--- src/rtl/core/sbt_pkg.sv ---
`timescale 1ns / 1ps
// ----------------------------------------------------------------------------
// sbt_pkg: shared types, codes and helpers
// Token kinds, sub codes, the result record and byte classification.
// ----------------------------------------------------------------------------
package sbt_pkg;

    // Width of the position and length counters; offsets leave as 32 bits.
    localparam int POS_BITS = 32;

    localparam logic [3:0] KIND_NUM     = 4'd0;
    localparam logic [3:0] KIND_SEMI    = 4'd1;
    localparam logic [3:0] KIND_COLON   = 4'd2;
    localparam logic [3:0] KIND_ASSIGN  = 4'd3;
    localparam logic [3:0] KIND_LCURLY  = 4'd4;
    localparam logic [3:0] KIND_RCURLY  = 4'd5;
    localparam logic [3:0] KIND_OP      = 4'd6;
    localparam logic [3:0] KIND_KEYWORD = 4'd7;
    localparam logic [3:0] KIND_IDENT   = 4'd8;
    localparam logic [3:0] KIND_END     = 4'd9;
    localparam logic [3:0] KIND_ERROR   = 4'd10;

    localparam logic [2:0] SUB_NONE     = 3'd0;
    localparam logic [2:0] SUB_PLUS     = 3'd0;
    localparam logic [2:0] SUB_MINUS    = 3'd1;
    localparam logic [2:0] SUB_STAR     = 3'd2;
    localparam logic [2:0] SUB_SLASH    = 3'd3;
    localparam logic [2:0] SUB_LESS     = 3'd4;
    localparam logic [2:0] SUB_GREATER  = 3'd5;
    localparam logic [2:0] SUB_KW_RETURN = 3'd0;
    localparam logic [2:0] SUB_KW_IF     = 3'd1;
    localparam logic [2:0] SUB_KW_WHILE  = 3'd2;
    localparam logic [2:0] SUB_ERR_UNKNOWN     = 3'd0;
    localparam logic [2:0] SUB_ERR_UNSEPARATED = 3'd1;

    // First six bytes of a word, first byte highest.
    localparam logic [47:0] WORD_RETURN = 48'h72_65_74_75_72_6E;
    localparam logic [47:0] WORD_WHILE  = 48'h00_77_68_69_6C_65;
    localparam logic [47:0] WORD_IF     = 48'h00_00_00_00_69_66;
    localparam int          PREFIX_BYTES = 6;

    typedef struct packed {
        logic [3:0]  kind;
        logic [2:0]  sub;
        logic [31:0] offset;
        logic [31:0] length;
        logic [63:0] value;
        logic        last;
    } t_result;

    // Up to two results produced by one byte beat.
    typedef struct packed {
        logic [1:0] count;
        t_result    slot0;
        t_result    slot1;
    } t_push;

    typedef struct packed {
        logic       hit;
        logic [3:0] kind;
        logic [2:0] sub;
    } t_punct;

    function automatic logic is_digit(input logic [7:0] c);
        return (c >= 8'h30) && (c <= 8'h39);
    endfunction

    function automatic logic is_alpha(input logic [7:0] c);
        return ((c >= 8'h61) && (c <= 8'h7A)) || ((c >= 8'h41) && (c <= 8'h5A));
    endfunction

    function automatic logic is_space(input logic [7:0] c);
        return (c == 8'h20) || ((c >= 8'h09) && (c <= 8'h0D));
    endfunction

    function automatic t_punct punct_decode(input logic [7:0] c);
        t_punct p;
        p = '{hit: 1'b1, kind: KIND_OP, sub: SUB_NONE};
        unique case (c)
            8'h3B: p.kind = KIND_SEMI;
            8'h3A: p.kind = KIND_COLON;
            8'h3D: p.kind = KIND_ASSIGN;
            8'h7B: p.kind = KIND_LCURLY;
            8'h7D: p.kind = KIND_RCURLY;
            8'h2B: p.sub  = SUB_PLUS;
            8'h2D: p.sub  = SUB_MINUS;
            8'h2A: p.sub  = SUB_STAR;
            8'h2F: p.sub  = SUB_SLASH;
            8'h3C: p.sub  = SUB_LESS;
            8'h3E: p.sub  = SUB_GREATER;
            default: p.hit = 1'b0;
        endcase
        return p;
    endfunction

    // Position-width value cut or zero-extended to the 32-bit output field.
    function automatic logic [31:0] to_out32(input logic [POS_BITS-1:0] v);
        logic [63:0] w;
        w = 64'(v);
        return w[31:0];
    endfunction

endpackage

--- src/rtl/core/source_byte_tokenizer.sv ---
`timescale 1ns / 1ps
// ----------------------------------------------------------------------------
// source_byte_tokenizer: byte-stream lexer
// Turns source bytes into number, word, keyword, punctuation, end and error
// tokens with offset and length.
// ----------------------------------------------------------------------------
//
//  channel   handshake           payload
//  -------   -----------------   ---------------------------------------------
//  in        i_valid / o_ready   i_mode, i_ch
//  out       o_valid / i_ready   o_token_kind, o_sub_code, o_token_offset,
//                                o_token_length, o_number_value, o_final_res
//
//  One byte beat is taken per cycle while the result queue has room. A beat
//  is held in the input register and scanned there; its results go to the
//  result queue. A beat that yields two results shows them one after the
//  other; the four-entry result queue and its single read port set the
//  sustained rate. Synchronous reset puts the scanner back to idle at position
//  zero. A stalled output fills the queue, after which o_ready drops.
//
module source_byte_tokenizer (
    input  logic        i_clk,
    input  logic        i_rst_n,
    input  logic        i_valid,
    output logic        o_ready,
    input  logic        i_mode,
    input  logic [7:0]  i_ch,
    output logic        o_valid,
    input  logic        i_ready,
    output logic [3:0]  o_token_kind,
    output logic [2:0]  o_sub_code,
    output logic [31:0] o_token_offset,
    output logic [31:0] o_token_length,
    output logic [63:0] o_number_value,
    output logic        o_final_res
);

    sbt_pkg::t_push   push;   // results of the beat being scanned
    sbt_pkg::t_result res;    // head of the result queue
    logic             room;   // queue can take two more results

    // Scanner: input register plus lexer state (mode, position, run start,
    // decimal accumulator with saturation flag, six-byte word prefix).
    sbt_scan u_scan (
        .i_clk   (i_clk),
        .i_rst_n (i_rst_n),
        .i_valid (i_valid),
        .o_ready (o_ready),
        .i_mode  (i_mode),
        .i_ch    (i_ch),
        .i_room  (room),
        .o_push  (push)
    );

    // Result queue: decouples scanner from output back-pressure.
    sbt_out_queue u_queue (
        .i_clk   (i_clk),
        .i_rst_n (i_rst_n),
        .i_push  (push),
        .o_room  (room),
        .o_valid (o_valid),
        .i_ready (i_ready),
        .o_res   (res)
    );

    assign o_token_kind   = res.kind;
    assign o_sub_code     = res.sub;
    assign o_token_offset = res.offset;
    assign o_token_length = res.length;
    assign o_number_value = res.value;
    assign o_final_res    = res.last;

endmodule

--- src/rtl/core/sbt_scan.sv ---
`timescale 1ns / 1ps
// ----------------------------------------------------------------------------
// sbt_scan: input register and scanner state
// Holds one byte beat, classifies it against the scan state and hands up to
// two results to the output queue in the same step.
// ----------------------------------------------------------------------------
module sbt_scan (
    input  logic               i_clk,
    input  logic               i_rst_n,
    input  logic               i_valid,
    output logic               o_ready,
    input  logic               i_mode,
    input  logic [7:0]         i_ch,
    input  logic               i_room,
    output sbt_pkg::t_push     o_push
);

    localparam logic [1:0] SCAN_IDLE = 2'd0;
    localparam logic [1:0] SCAN_NUM  = 2'd1;
    localparam logic [1:0] SCAN_WORD = 2'd2;
    localparam logic [1:0] SCAN_FAIL = 2'd3;

    logic                         r_in_valid;
    logic                         r_mode;
    logic [7:0]                   r_ch;

    logic [1:0]                   r_scan, n_scan;
    logic [sbt_pkg::POS_BITS-1:0] r_pos, n_pos;
    logic [sbt_pkg::POS_BITS-1:0] r_start, n_start;
    logic [63:0]                  r_acc, n_acc;
    logic                         r_sat, n_sat;
    logic [47:0]                  r_prefix, n_prefix;

    logic                         advance;
    logic [sbt_pkg::POS_BITS-1:0] run_len;
    logic [67:0]                  prod;
    logic                         c_digit, c_alpha, c_word, c_space;
    sbt_pkg::t_punct              punct;
    sbt_pkg::t_result             num_res, word_res, pre_res, post_res;
    logic                         have_pre, have_post, from_idle;

    assign advance = r_in_valid && i_room;
    assign o_ready = !r_in_valid || advance;

    always_ff @(posedge i_clk) begin
        if (!i_rst_n) begin
            r_in_valid <= 1'b0;
        end else if (o_ready) begin
            r_in_valid <= i_valid;
        end
    end

    always_ff @(posedge i_clk) begin
        if (o_ready && i_valid) begin
            r_mode <= i_mode;
            r_ch   <= i_ch;
        end
    end

    assign run_len = r_pos - r_start;
    assign c_digit = sbt_pkg::is_digit(r_ch);
    assign c_alpha = sbt_pkg::is_alpha(r_ch);
    assign c_word  = c_alpha || c_digit || (r_ch == 8'h5F);
    assign c_space = sbt_pkg::is_space(r_ch);
    assign punct   = sbt_pkg::punct_decode(r_ch);

    // acc*10 + digit; any carry above bit 63 means saturation
    assign prod = ({4'b0, r_acc} << 3) + ({4'b0, r_acc} << 1) + 68'(r_ch[3:0]);

    always_comb begin
        num_res = '{kind: sbt_pkg::KIND_NUM, sub: sbt_pkg::SUB_NONE,
                    offset: sbt_pkg::to_out32(r_start),
                    length: sbt_pkg::to_out32(run_len), value: r_acc, last: 1'b0};
        word_res = '{kind: sbt_pkg::KIND_IDENT, sub: sbt_pkg::SUB_NONE,
                     offset: sbt_pkg::to_out32(r_start),
                     length: sbt_pkg::to_out32(run_len), value: 64'd0, last: 1'b0};
        if (run_len == sbt_pkg::POS_BITS'(6) && r_prefix == sbt_pkg::WORD_RETURN) begin
            word_res.kind = sbt_pkg::KIND_KEYWORD;
            word_res.sub  = sbt_pkg::SUB_KW_RETURN;
        end else if (run_len == sbt_pkg::POS_BITS'(2) && r_prefix == sbt_pkg::WORD_IF) begin
            word_res.kind = sbt_pkg::KIND_KEYWORD;
            word_res.sub  = sbt_pkg::SUB_KW_IF;
        end else if (run_len == sbt_pkg::POS_BITS'(5) && r_prefix == sbt_pkg::WORD_WHILE) begin
            word_res.kind = sbt_pkg::KIND_KEYWORD;
            word_res.sub  = sbt_pkg::SUB_KW_WHILE;
        end
    end

    always_comb begin
        n_scan    = r_scan;
        n_pos     = r_pos + sbt_pkg::POS_BITS'(1);
        n_start   = r_start;
        n_acc     = r_acc;
        n_sat     = r_sat;
        n_prefix  = r_prefix;
        have_pre  = 1'b0;
        have_post = 1'b0;
        from_idle = 1'b0;
        pre_res   = num_res;
        post_res  = '{kind: sbt_pkg::KIND_ERROR, sub: sbt_pkg::SUB_NONE,
                      offset: sbt_pkg::to_out32(r_pos), length: 32'd0,
                      value: 64'd0, last: 1'b0};

        if (r_mode) begin
            // end of source: flush pending run, then the end token, then reset
            have_pre      = (r_scan == SCAN_NUM) || (r_scan == SCAN_WORD);
            pre_res       = (r_scan == SCAN_WORD) ? word_res : num_res;
            have_post     = 1'b1;
            post_res.kind = sbt_pkg::KIND_END;
            n_scan        = SCAN_IDLE;
            n_pos         = '0;
            n_start       = '0;
            n_acc         = '0;
            n_sat         = 1'b0;
            n_prefix      = '0;
        end else begin
            unique case (r_scan)
                SCAN_NUM: begin
                    if (c_digit) begin
                        if (!r_sat) begin
                            if (prod[67:64] != 4'd0) begin
                                n_acc = '1;
                                n_sat = 1'b1;
                            end else begin
                                n_acc = prod[63:0];
                            end
                        end
                    end else if (c_alpha) begin
                        have_post    = 1'b1;
                        post_res.sub = sbt_pkg::SUB_ERR_UNSEPARATED;
                        n_scan       = SCAN_FAIL;
                    end else begin
                        have_pre  = 1'b1;
                        pre_res   = num_res;
                        from_idle = 1'b1;
                    end
                end
                SCAN_WORD: begin
                    if (c_word) begin
                        if (run_len < sbt_pkg::POS_BITS'(sbt_pkg::PREFIX_BYTES)) begin
                            n_prefix = {r_prefix[39:0], r_ch};
                        end
                    end else begin
                        have_pre  = 1'b1;
                        pre_res   = word_res;
                        from_idle = 1'b1;
                    end
                end
                SCAN_FAIL: begin
                end
                default: begin
                    from_idle = 1'b1;
                end
            endcase

            if (from_idle) begin
                n_scan = SCAN_IDLE;
                priority if (c_space) begin
                end else if (c_digit) begin
                    n_scan  = SCAN_NUM;
                    n_start = r_pos;
                    n_acc   = 64'(r_ch[3:0]);
                    n_sat   = 1'b0;
                end else if (c_alpha || r_ch == 8'h5F) begin
                    n_scan   = SCAN_WORD;
                    n_start  = r_pos;
                    n_prefix = 48'(r_ch);
                end else if (punct.hit) begin
                    have_post       = 1'b1;
                    post_res.kind   = punct.kind;
                    post_res.sub    = punct.sub;
                    post_res.length = 32'd1;
                end else begin
                    have_post    = 1'b1;
                    post_res.sub = sbt_pkg::SUB_ERR_UNKNOWN;
                    n_scan       = SCAN_FAIL;
                end
            end
        end
    end

    always_comb begin
        o_push.count = advance ? ({1'b0, have_pre} + {1'b0, have_post}) : 2'd0;
        o_push.slot0 = have_pre ? pre_res : post_res;
        o_push.slot1 = post_res;
        o_push.slot0.last = !(have_pre && have_post);
        o_push.slot1.last = 1'b1;
    end

    always_ff @(posedge i_clk) begin
        if (!i_rst_n) begin
            r_scan   <= SCAN_IDLE;
            r_pos    <= '0;
            r_start  <= '0;
            r_acc    <= '0;
            r_sat    <= 1'b0;
            r_prefix <= '0;
        end else if (advance) begin
            r_scan   <= n_scan;
            r_pos    <= n_pos;
            r_start  <= n_start;
            r_acc    <= n_acc;
            r_sat    <= n_sat;
            r_prefix <= n_prefix;
        end
    end

endmodule

--- src/rtl/core/sbt_out_queue.sv ---
`timescale 1ns / 1ps
// ----------------------------------------------------------------------------
// sbt_out_queue: four-entry result queue
// Takes up to two results per cycle, presents one result beat per cycle while i_ready is high.
// ----------------------------------------------------------------------------
module sbt_out_queue (
    input  logic             i_clk,
    input  logic             i_rst_n,
    input  sbt_pkg::t_push   i_push,
    output logic             o_room,
    output logic             o_valid,
    input  logic             i_ready,
    output sbt_pkg::t_result o_res
);

    sbt_pkg::t_result r_mem [4];
    logic [1:0]       r_wptr, n_wptr;
    logic [1:0]       r_rptr, n_rptr;
    logic [2:0]       r_count, n_count;
    logic             pop;

    assign o_valid = (r_count != 3'd0);
    assign o_room  = (r_count <= 3'd2);
    assign pop     = o_valid && i_ready;
    assign o_res   = r_mem[r_rptr];

    assign n_wptr  = r_wptr + i_push.count;
    assign n_rptr  = r_rptr + {1'b0, pop};
    assign n_count = r_count + {1'b0, i_push.count} - {2'b0, pop};

    always_ff @(posedge i_clk) begin
        if (i_push.count != 2'd0) begin
            r_mem[r_wptr] <= i_push.slot0;
        end
        if (i_push.count == 2'd2) begin
            r_mem[r_wptr + 2'd1] <= i_push.slot1;
        end
    end

    always_ff @(posedge i_clk) begin
        if (!i_rst_n) begin
            r_wptr  <= '0;
            r_rptr  <= '0;
            r_count <= '0;
        end else begin
            r_wptr  <= n_wptr;
            r_rptr  <= n_rptr;
            r_count <= n_count;
        end
    end

endmodule

--- config.mk ---
export PLATFORM = sky130hd
export DESIGN_NAME = source_byte_tokenizer
export DESIGN_NICKNAME = d
export VERILOG_FILES = /design/src/rtl/core/sbt_pkg.sv /design/src/rtl/core/source_byte_tokenizer.sv /design/src/rtl/core/sbt_scan.sv /design/src/rtl/core/sbt_out_queue.sv
export SDC_FILE = /design/constraint.sdc
export NUM_CORES = 2
export LEC_CHECK = 0
export ABC_CLOCK_PERIOD_IN_PS = 7800
export CAP_MARGIN = 20
export CORE_MARGIN = 2
export CORE_UTILIZATION = 60
export DETAILED_ROUTE_END_ITERATION = 7
export DONT_BUFFER_PORTS = 1
export GPL_ROUTABILITY_DRIVEN = 0
export PLACE_DENSITY = 0.76
export REMOVE_ABC_BUFFERS = 1
export SYNTH_ARGS = -nofsm -noshare
export SYNTH_HDL_FRONTEND = slang
export SYNTH_SLANG_ARGS = --single-unit
--- constraint.sdc ---
create_clock -name i_clk -period 7.8 [get_ports i_clk]
set_clock_uncertainty 0.2 [all_clocks]
set_input_delay 1.17 -clock i_clk [delete_from_list [all_inputs] [get_ports i_clk]]
set_output_delay 1.17 -clock i_clk [all_outputs]
set_load 0.05 [all_outputs]
==> results by group <==
Die
  – Die area: 0.0626 mm^2
  – Starting Density: slightly above 60%
  – Die width: 250 um
  – Die height: 250 um
  – Core Rows: 90
  – Top Ports: ~150
  – Core area: 0.0601 mm^2

Synth
  – Seq cells post-synth: 740
  – Cells after Synth: 3,592
  – Yosys warning total: 0
  – Mapped Area: 0.0363 mm^2
  – Sequential share of the synthesized area: 45.4%
  – EDFF count, synth: 169
  – Library cells used by synthesis: 80
  – FFs w/ async S/R, synth: 0%
  – Synth Flop Type: dfxtp_1
  – Mean post-synth cell area: 10.1 um^2

GRT
  – Tot GR Track Use: 32.1%
  – First-pass GRT wire length: about 160 mm
  – Initial antenna violation count: 9
  – Pin count of the biggest net entering global routing: 90
  – Vias in the first global route: 28.6k
  – GRT overflow: 0

Status
  – Status: completed

Clock network
  – Max clock buf depth: 3
  – Clock root cell: clkbuf_16
  – Cts hold-fix bufs: 0
  – Clk slew on worst S/H paths: 0.06 ns
  – Num CTS Buffers: 78
  – Postcts setup bufs: 0
  – Clk_lat worst skew: between 0.6 and 0.7 ns
  – CTS sink cnt: 740
  – CTS resizes: 0
  – CTS tree: yes
  – H-Tree Depth: 3

Route
  – Vias per cell: 6.88
  – # DRC: 0
  – First-pass iteration count of the detailed router: 6
  – DR WL/cell: 23.8 um
  – Vias: around 30k
  – WL final: between 100 and 150 mm
  – Iter 0 DRT Violations: 3,125
  – Final antenna-violating net count: 0

Worst setup path
  – Arrival time of the worst setup path: 6.35 ns
  – Reg-to-reg setup timing slack: 1.77 ns
  – Worst-path fanout max: 48
  – Worst Path Required: approximately 8.1 ns
  – Reg-to-Reg End: u_queue.r_mem[2][0]
  – Worst R2R Start: u_scan.r_ch[2]
  – Crit end category: register
  – R2r worst-path depth: 15
  – Startpoint types: register
  – Critical path type: register to register

Final layout
  – Design Area, Final: about 0.040 mm^2
  – Layout cells sized above 1: 10.1%
  – Final nets: 3,648
  – Area grow syn2layout: 9.13%
  – Fin util: 66.0%

Pwr
  – Internal power: ~7 mW
  – Clock power share: 41.7%
  – Seq pwr share: 42.5%
  – Peak supply drop: 198 uV
  – Psw: roughly 2.8 mW
  – Leakage: 15.3 nW
  – PD cells: between 200 and 250 mW/mm^2
  – Sw frac: 28.7%
  – Combinational fraction of design power: ~16%

Min path
  – WHS Endpoint: u_queue.r_mem[2][75]
  – Worst hold stages: 2
  – Worst Hold Class: register to register
  – Hold Path Origin: u_queue.r_mem[2][75]

Placement
  – Post-DP HPWL: 66.1 mm
  – Place WS: roughly 1.8 ns
  – Placed Area: 0.0368 mm^2
  – Port Buffers: 0

Timing
  – Worst Tran Pin Value: around 1.2 ns
  – Min setup slack post-route: 1.77 ns
  – Final Hold Viols: 0
  – Max Fclk: between 150 and 200 MHz
  – Setup Viol. Count Final: 0
  – Period utilization: approximately 77%
  – Relative slew slack: 22.4%
  – Tmin final: 6.03 ns
  – Hold WS: approximately 0.25 ns
  – Max-slew violations: 0
  – RSZ-0062 raised after global routing: no

Job
  – Max Cap Viol: 0
state kept, by name (all words and copies together), names as in the netlist:
signal             count
u_scan.r_scan          2
u_scan.r_acc          64
u_scan.r_pos          32
u_scan.r_prefix       48
u_scan.r_start        32
u_queue.r_wptr         2
u_scan.r_sat           1
u_queue.r_count        3
u_scan.r_mode          1
u_queue.r_mem        544
u_scan.r_in_valid      1
u_queue.r_rptr         2
u_scan.r_ch            8
power groups by stage:
stage | registers, mW | logic, mW | clock network [mW]
final | 4.11 | 1.52 | 4.02
after global routing | 4.12 | 1.59 | 4.20
after CTS | 4.10 | 1.52 | 4.05
after detailed placement | 4.19 | 1.51 | 0
after global placement | 4.18 | 1.50 | 0
after floorplan | 4.29 | 1.06 | 0
metal layers:
metal  track usage, %  wire length (um)
met1             43.6             41900
met2             49.8             46600
met3             7.50             10700
met4             12.9              3470
met5                0                61
cell usage in the layout, fill, tap and decap left out, drive strengths merged, types with 30 or more instances in the layout:
cell and count:
nor2b 45, nand4 39, mux4 136, ha 168, inv 81, xnor2 55, clkbuf 105, dfxtp 571
a22oi 46, and2 30, nor3 48, nor2 139, o21ai 340, a21o 59, buf 43, nand2 452
xor2 52, o22ai 37, a21oi 175, edfxtp 169, a22o 345, nand3 46
cell type report:
| cell class | count | area (um^2) |
|---|---|---|
| sequential | 740 | 16500 |
| tap | 782 | 978 |
| clock buffer | 104 | 2260 |
| multi-input combinational | 2523 | 18700 |
| inverter | 76 | 285 |
| fill | 4560 | 20500 |
| timing repair buffer | 44 | 400 |
| antenna | 4 | 10.0 |
| clock inverter | 38 | 534 |
critical path: stages (launching register included):
cell and delay [ns]:
edfxtp_1 0.68, nor3_1 0.11, a211o_1 0.34, a21oi_1 0.34
nand2b_1 0.16, a21oi_1 0.11, o21ai_0 0.48, nand2b_1 0.24
nand3_1 0.10, ha_1 0.44, nand2b_1 0.17, o22ai_1 0.11
nand2_4 0.58, clkinv_1 1.00, buf_4 0.57, o22a_1 0.23
synthesized netlist by cell type (5+ instances only):
| master | count | area share (%) |
|---|---|---|
| xnor2_1 | 55 | 1.3 |
| inv_1 | 75 | 0.77 |
| or4_1 | 8 | 0.17 |
| nor2_1 | 139 | 1.4 |
| a211oi_1 | 14 | 0.29 |
| o22ai_1 | 37 | 0.64 |
| nand2b_1 | 22 | 0.38 |
| a22oi_1 | 46 | 0.95 |
| nand2_1 | 452 | 4.7 |
| a21oi_1 | 175 | 2.4 |
| dfxtp_1 | 571 | 31 |
| o22a_1 | 5 | 0.12 |
| mux4_2 | 136 | 8.4 |
| o21a_1 | 19 | 0.39 |
| a211o_1 | 8 | 0.19 |
| a31oi_1 | 17 | 0.29 |
| nor3_1 | 48 | 0.66 |
| nor2b_1 | 45 | 0.77 |
| nor4_1 | 17 | 0.29 |
| xor2_1 | 52 | 1.3 |
| or3_1 | 22 | 0.38 |
| nand4_1 | 38 | 0.65 |
| ha_1 | 168 | 5.8 |
| and3_1 | 25 | 0.43 |
| o21ai_1 | 6 | 0.083 |
| and4_1 | 5 | 0.12 |
| nand4b_1 | 6 | 0.14 |
| buf_2 | 8 | 0.11 |
| a21boi_0 | 6 | 0.12 |
| and2_1 | 27 | 0.46 |
| or2_2 | 11 | 0.19 |
| nor3b_1 | 6 | 0.12 |
| nand3_1 | 46 | 0.63 |
| o21bai_1 | 12 | 0.25 |
| buf_1 | 29 | 0.30 |
| clkbuf_1 | 212 | 2.2 |
| edfxtp_1 | 169 | 14 |
| o211ai_1 | 18 | 0.37 |
| a21o_1 | 59 | 1.2 |
| a22o_1 | 345 | 8.3 |
| o21ai_0 | 334 | 4.6 |
kinds of logic (layout without fill, tap and decap cells):
kind of cell | Yosys count | after routing | share of synthesized area [%]
AO/OA/AOI/OAI | 1164 | 1164 | 21.8
other | 0 | 4 | 0
adder cells (fa/ha/maj) | 172 | 172 | 6.00
multiplexers | 140 | 140 | 8.54
flip-flops | 740 | 740 | 45.4
buffers and inverters | 329 | 262 | 3.51
XOR/XNOR | 107 | 107 | 2.58
AND/OR/NAND/NOR | 940 | 940 | 12.1
metrics by stage:
step / std cells / TNS [ns] / total power [mW]
floorplan: 3339 / -87.76 / 5.35
global placement: 4161 / 0 / 5.68
detailed placement: 4162 / 0 / 5.70
CTS: 4304 / 0 / 9.67
global route: 4310 / 0 / 9.91
finish: 4311 / 0 / 9.65
how the worst max path moves through the flow:
stage | end | start | slack, ns | cells after the start
3_3_place_gp | u_queue.r_mem[0][0] | u_scan.r_ch[2] | 2.05 | 18
2_1_floorplan | u_queue.r_mem[0][100] | u_scan.r_ch[2] | -1.70 | 12
6_report | u_queue.r_mem[2][0] | u_scan.r_ch[2] | 1.77 | 15
4_1_cts | u_queue.r_mem[0][0] | u_scan.r_ch[2] | 1.77 | 17
5_1_grt | u_queue.r_mem[0][0] | u_scan.r_ch[2] | 1.45 | 17
3_5_place_dp | u_queue.r_mem[0][0] | u_scan.r_ch[2] | 1.77 | 17
No activity file was read; power rests on OpenSTA's default activity.
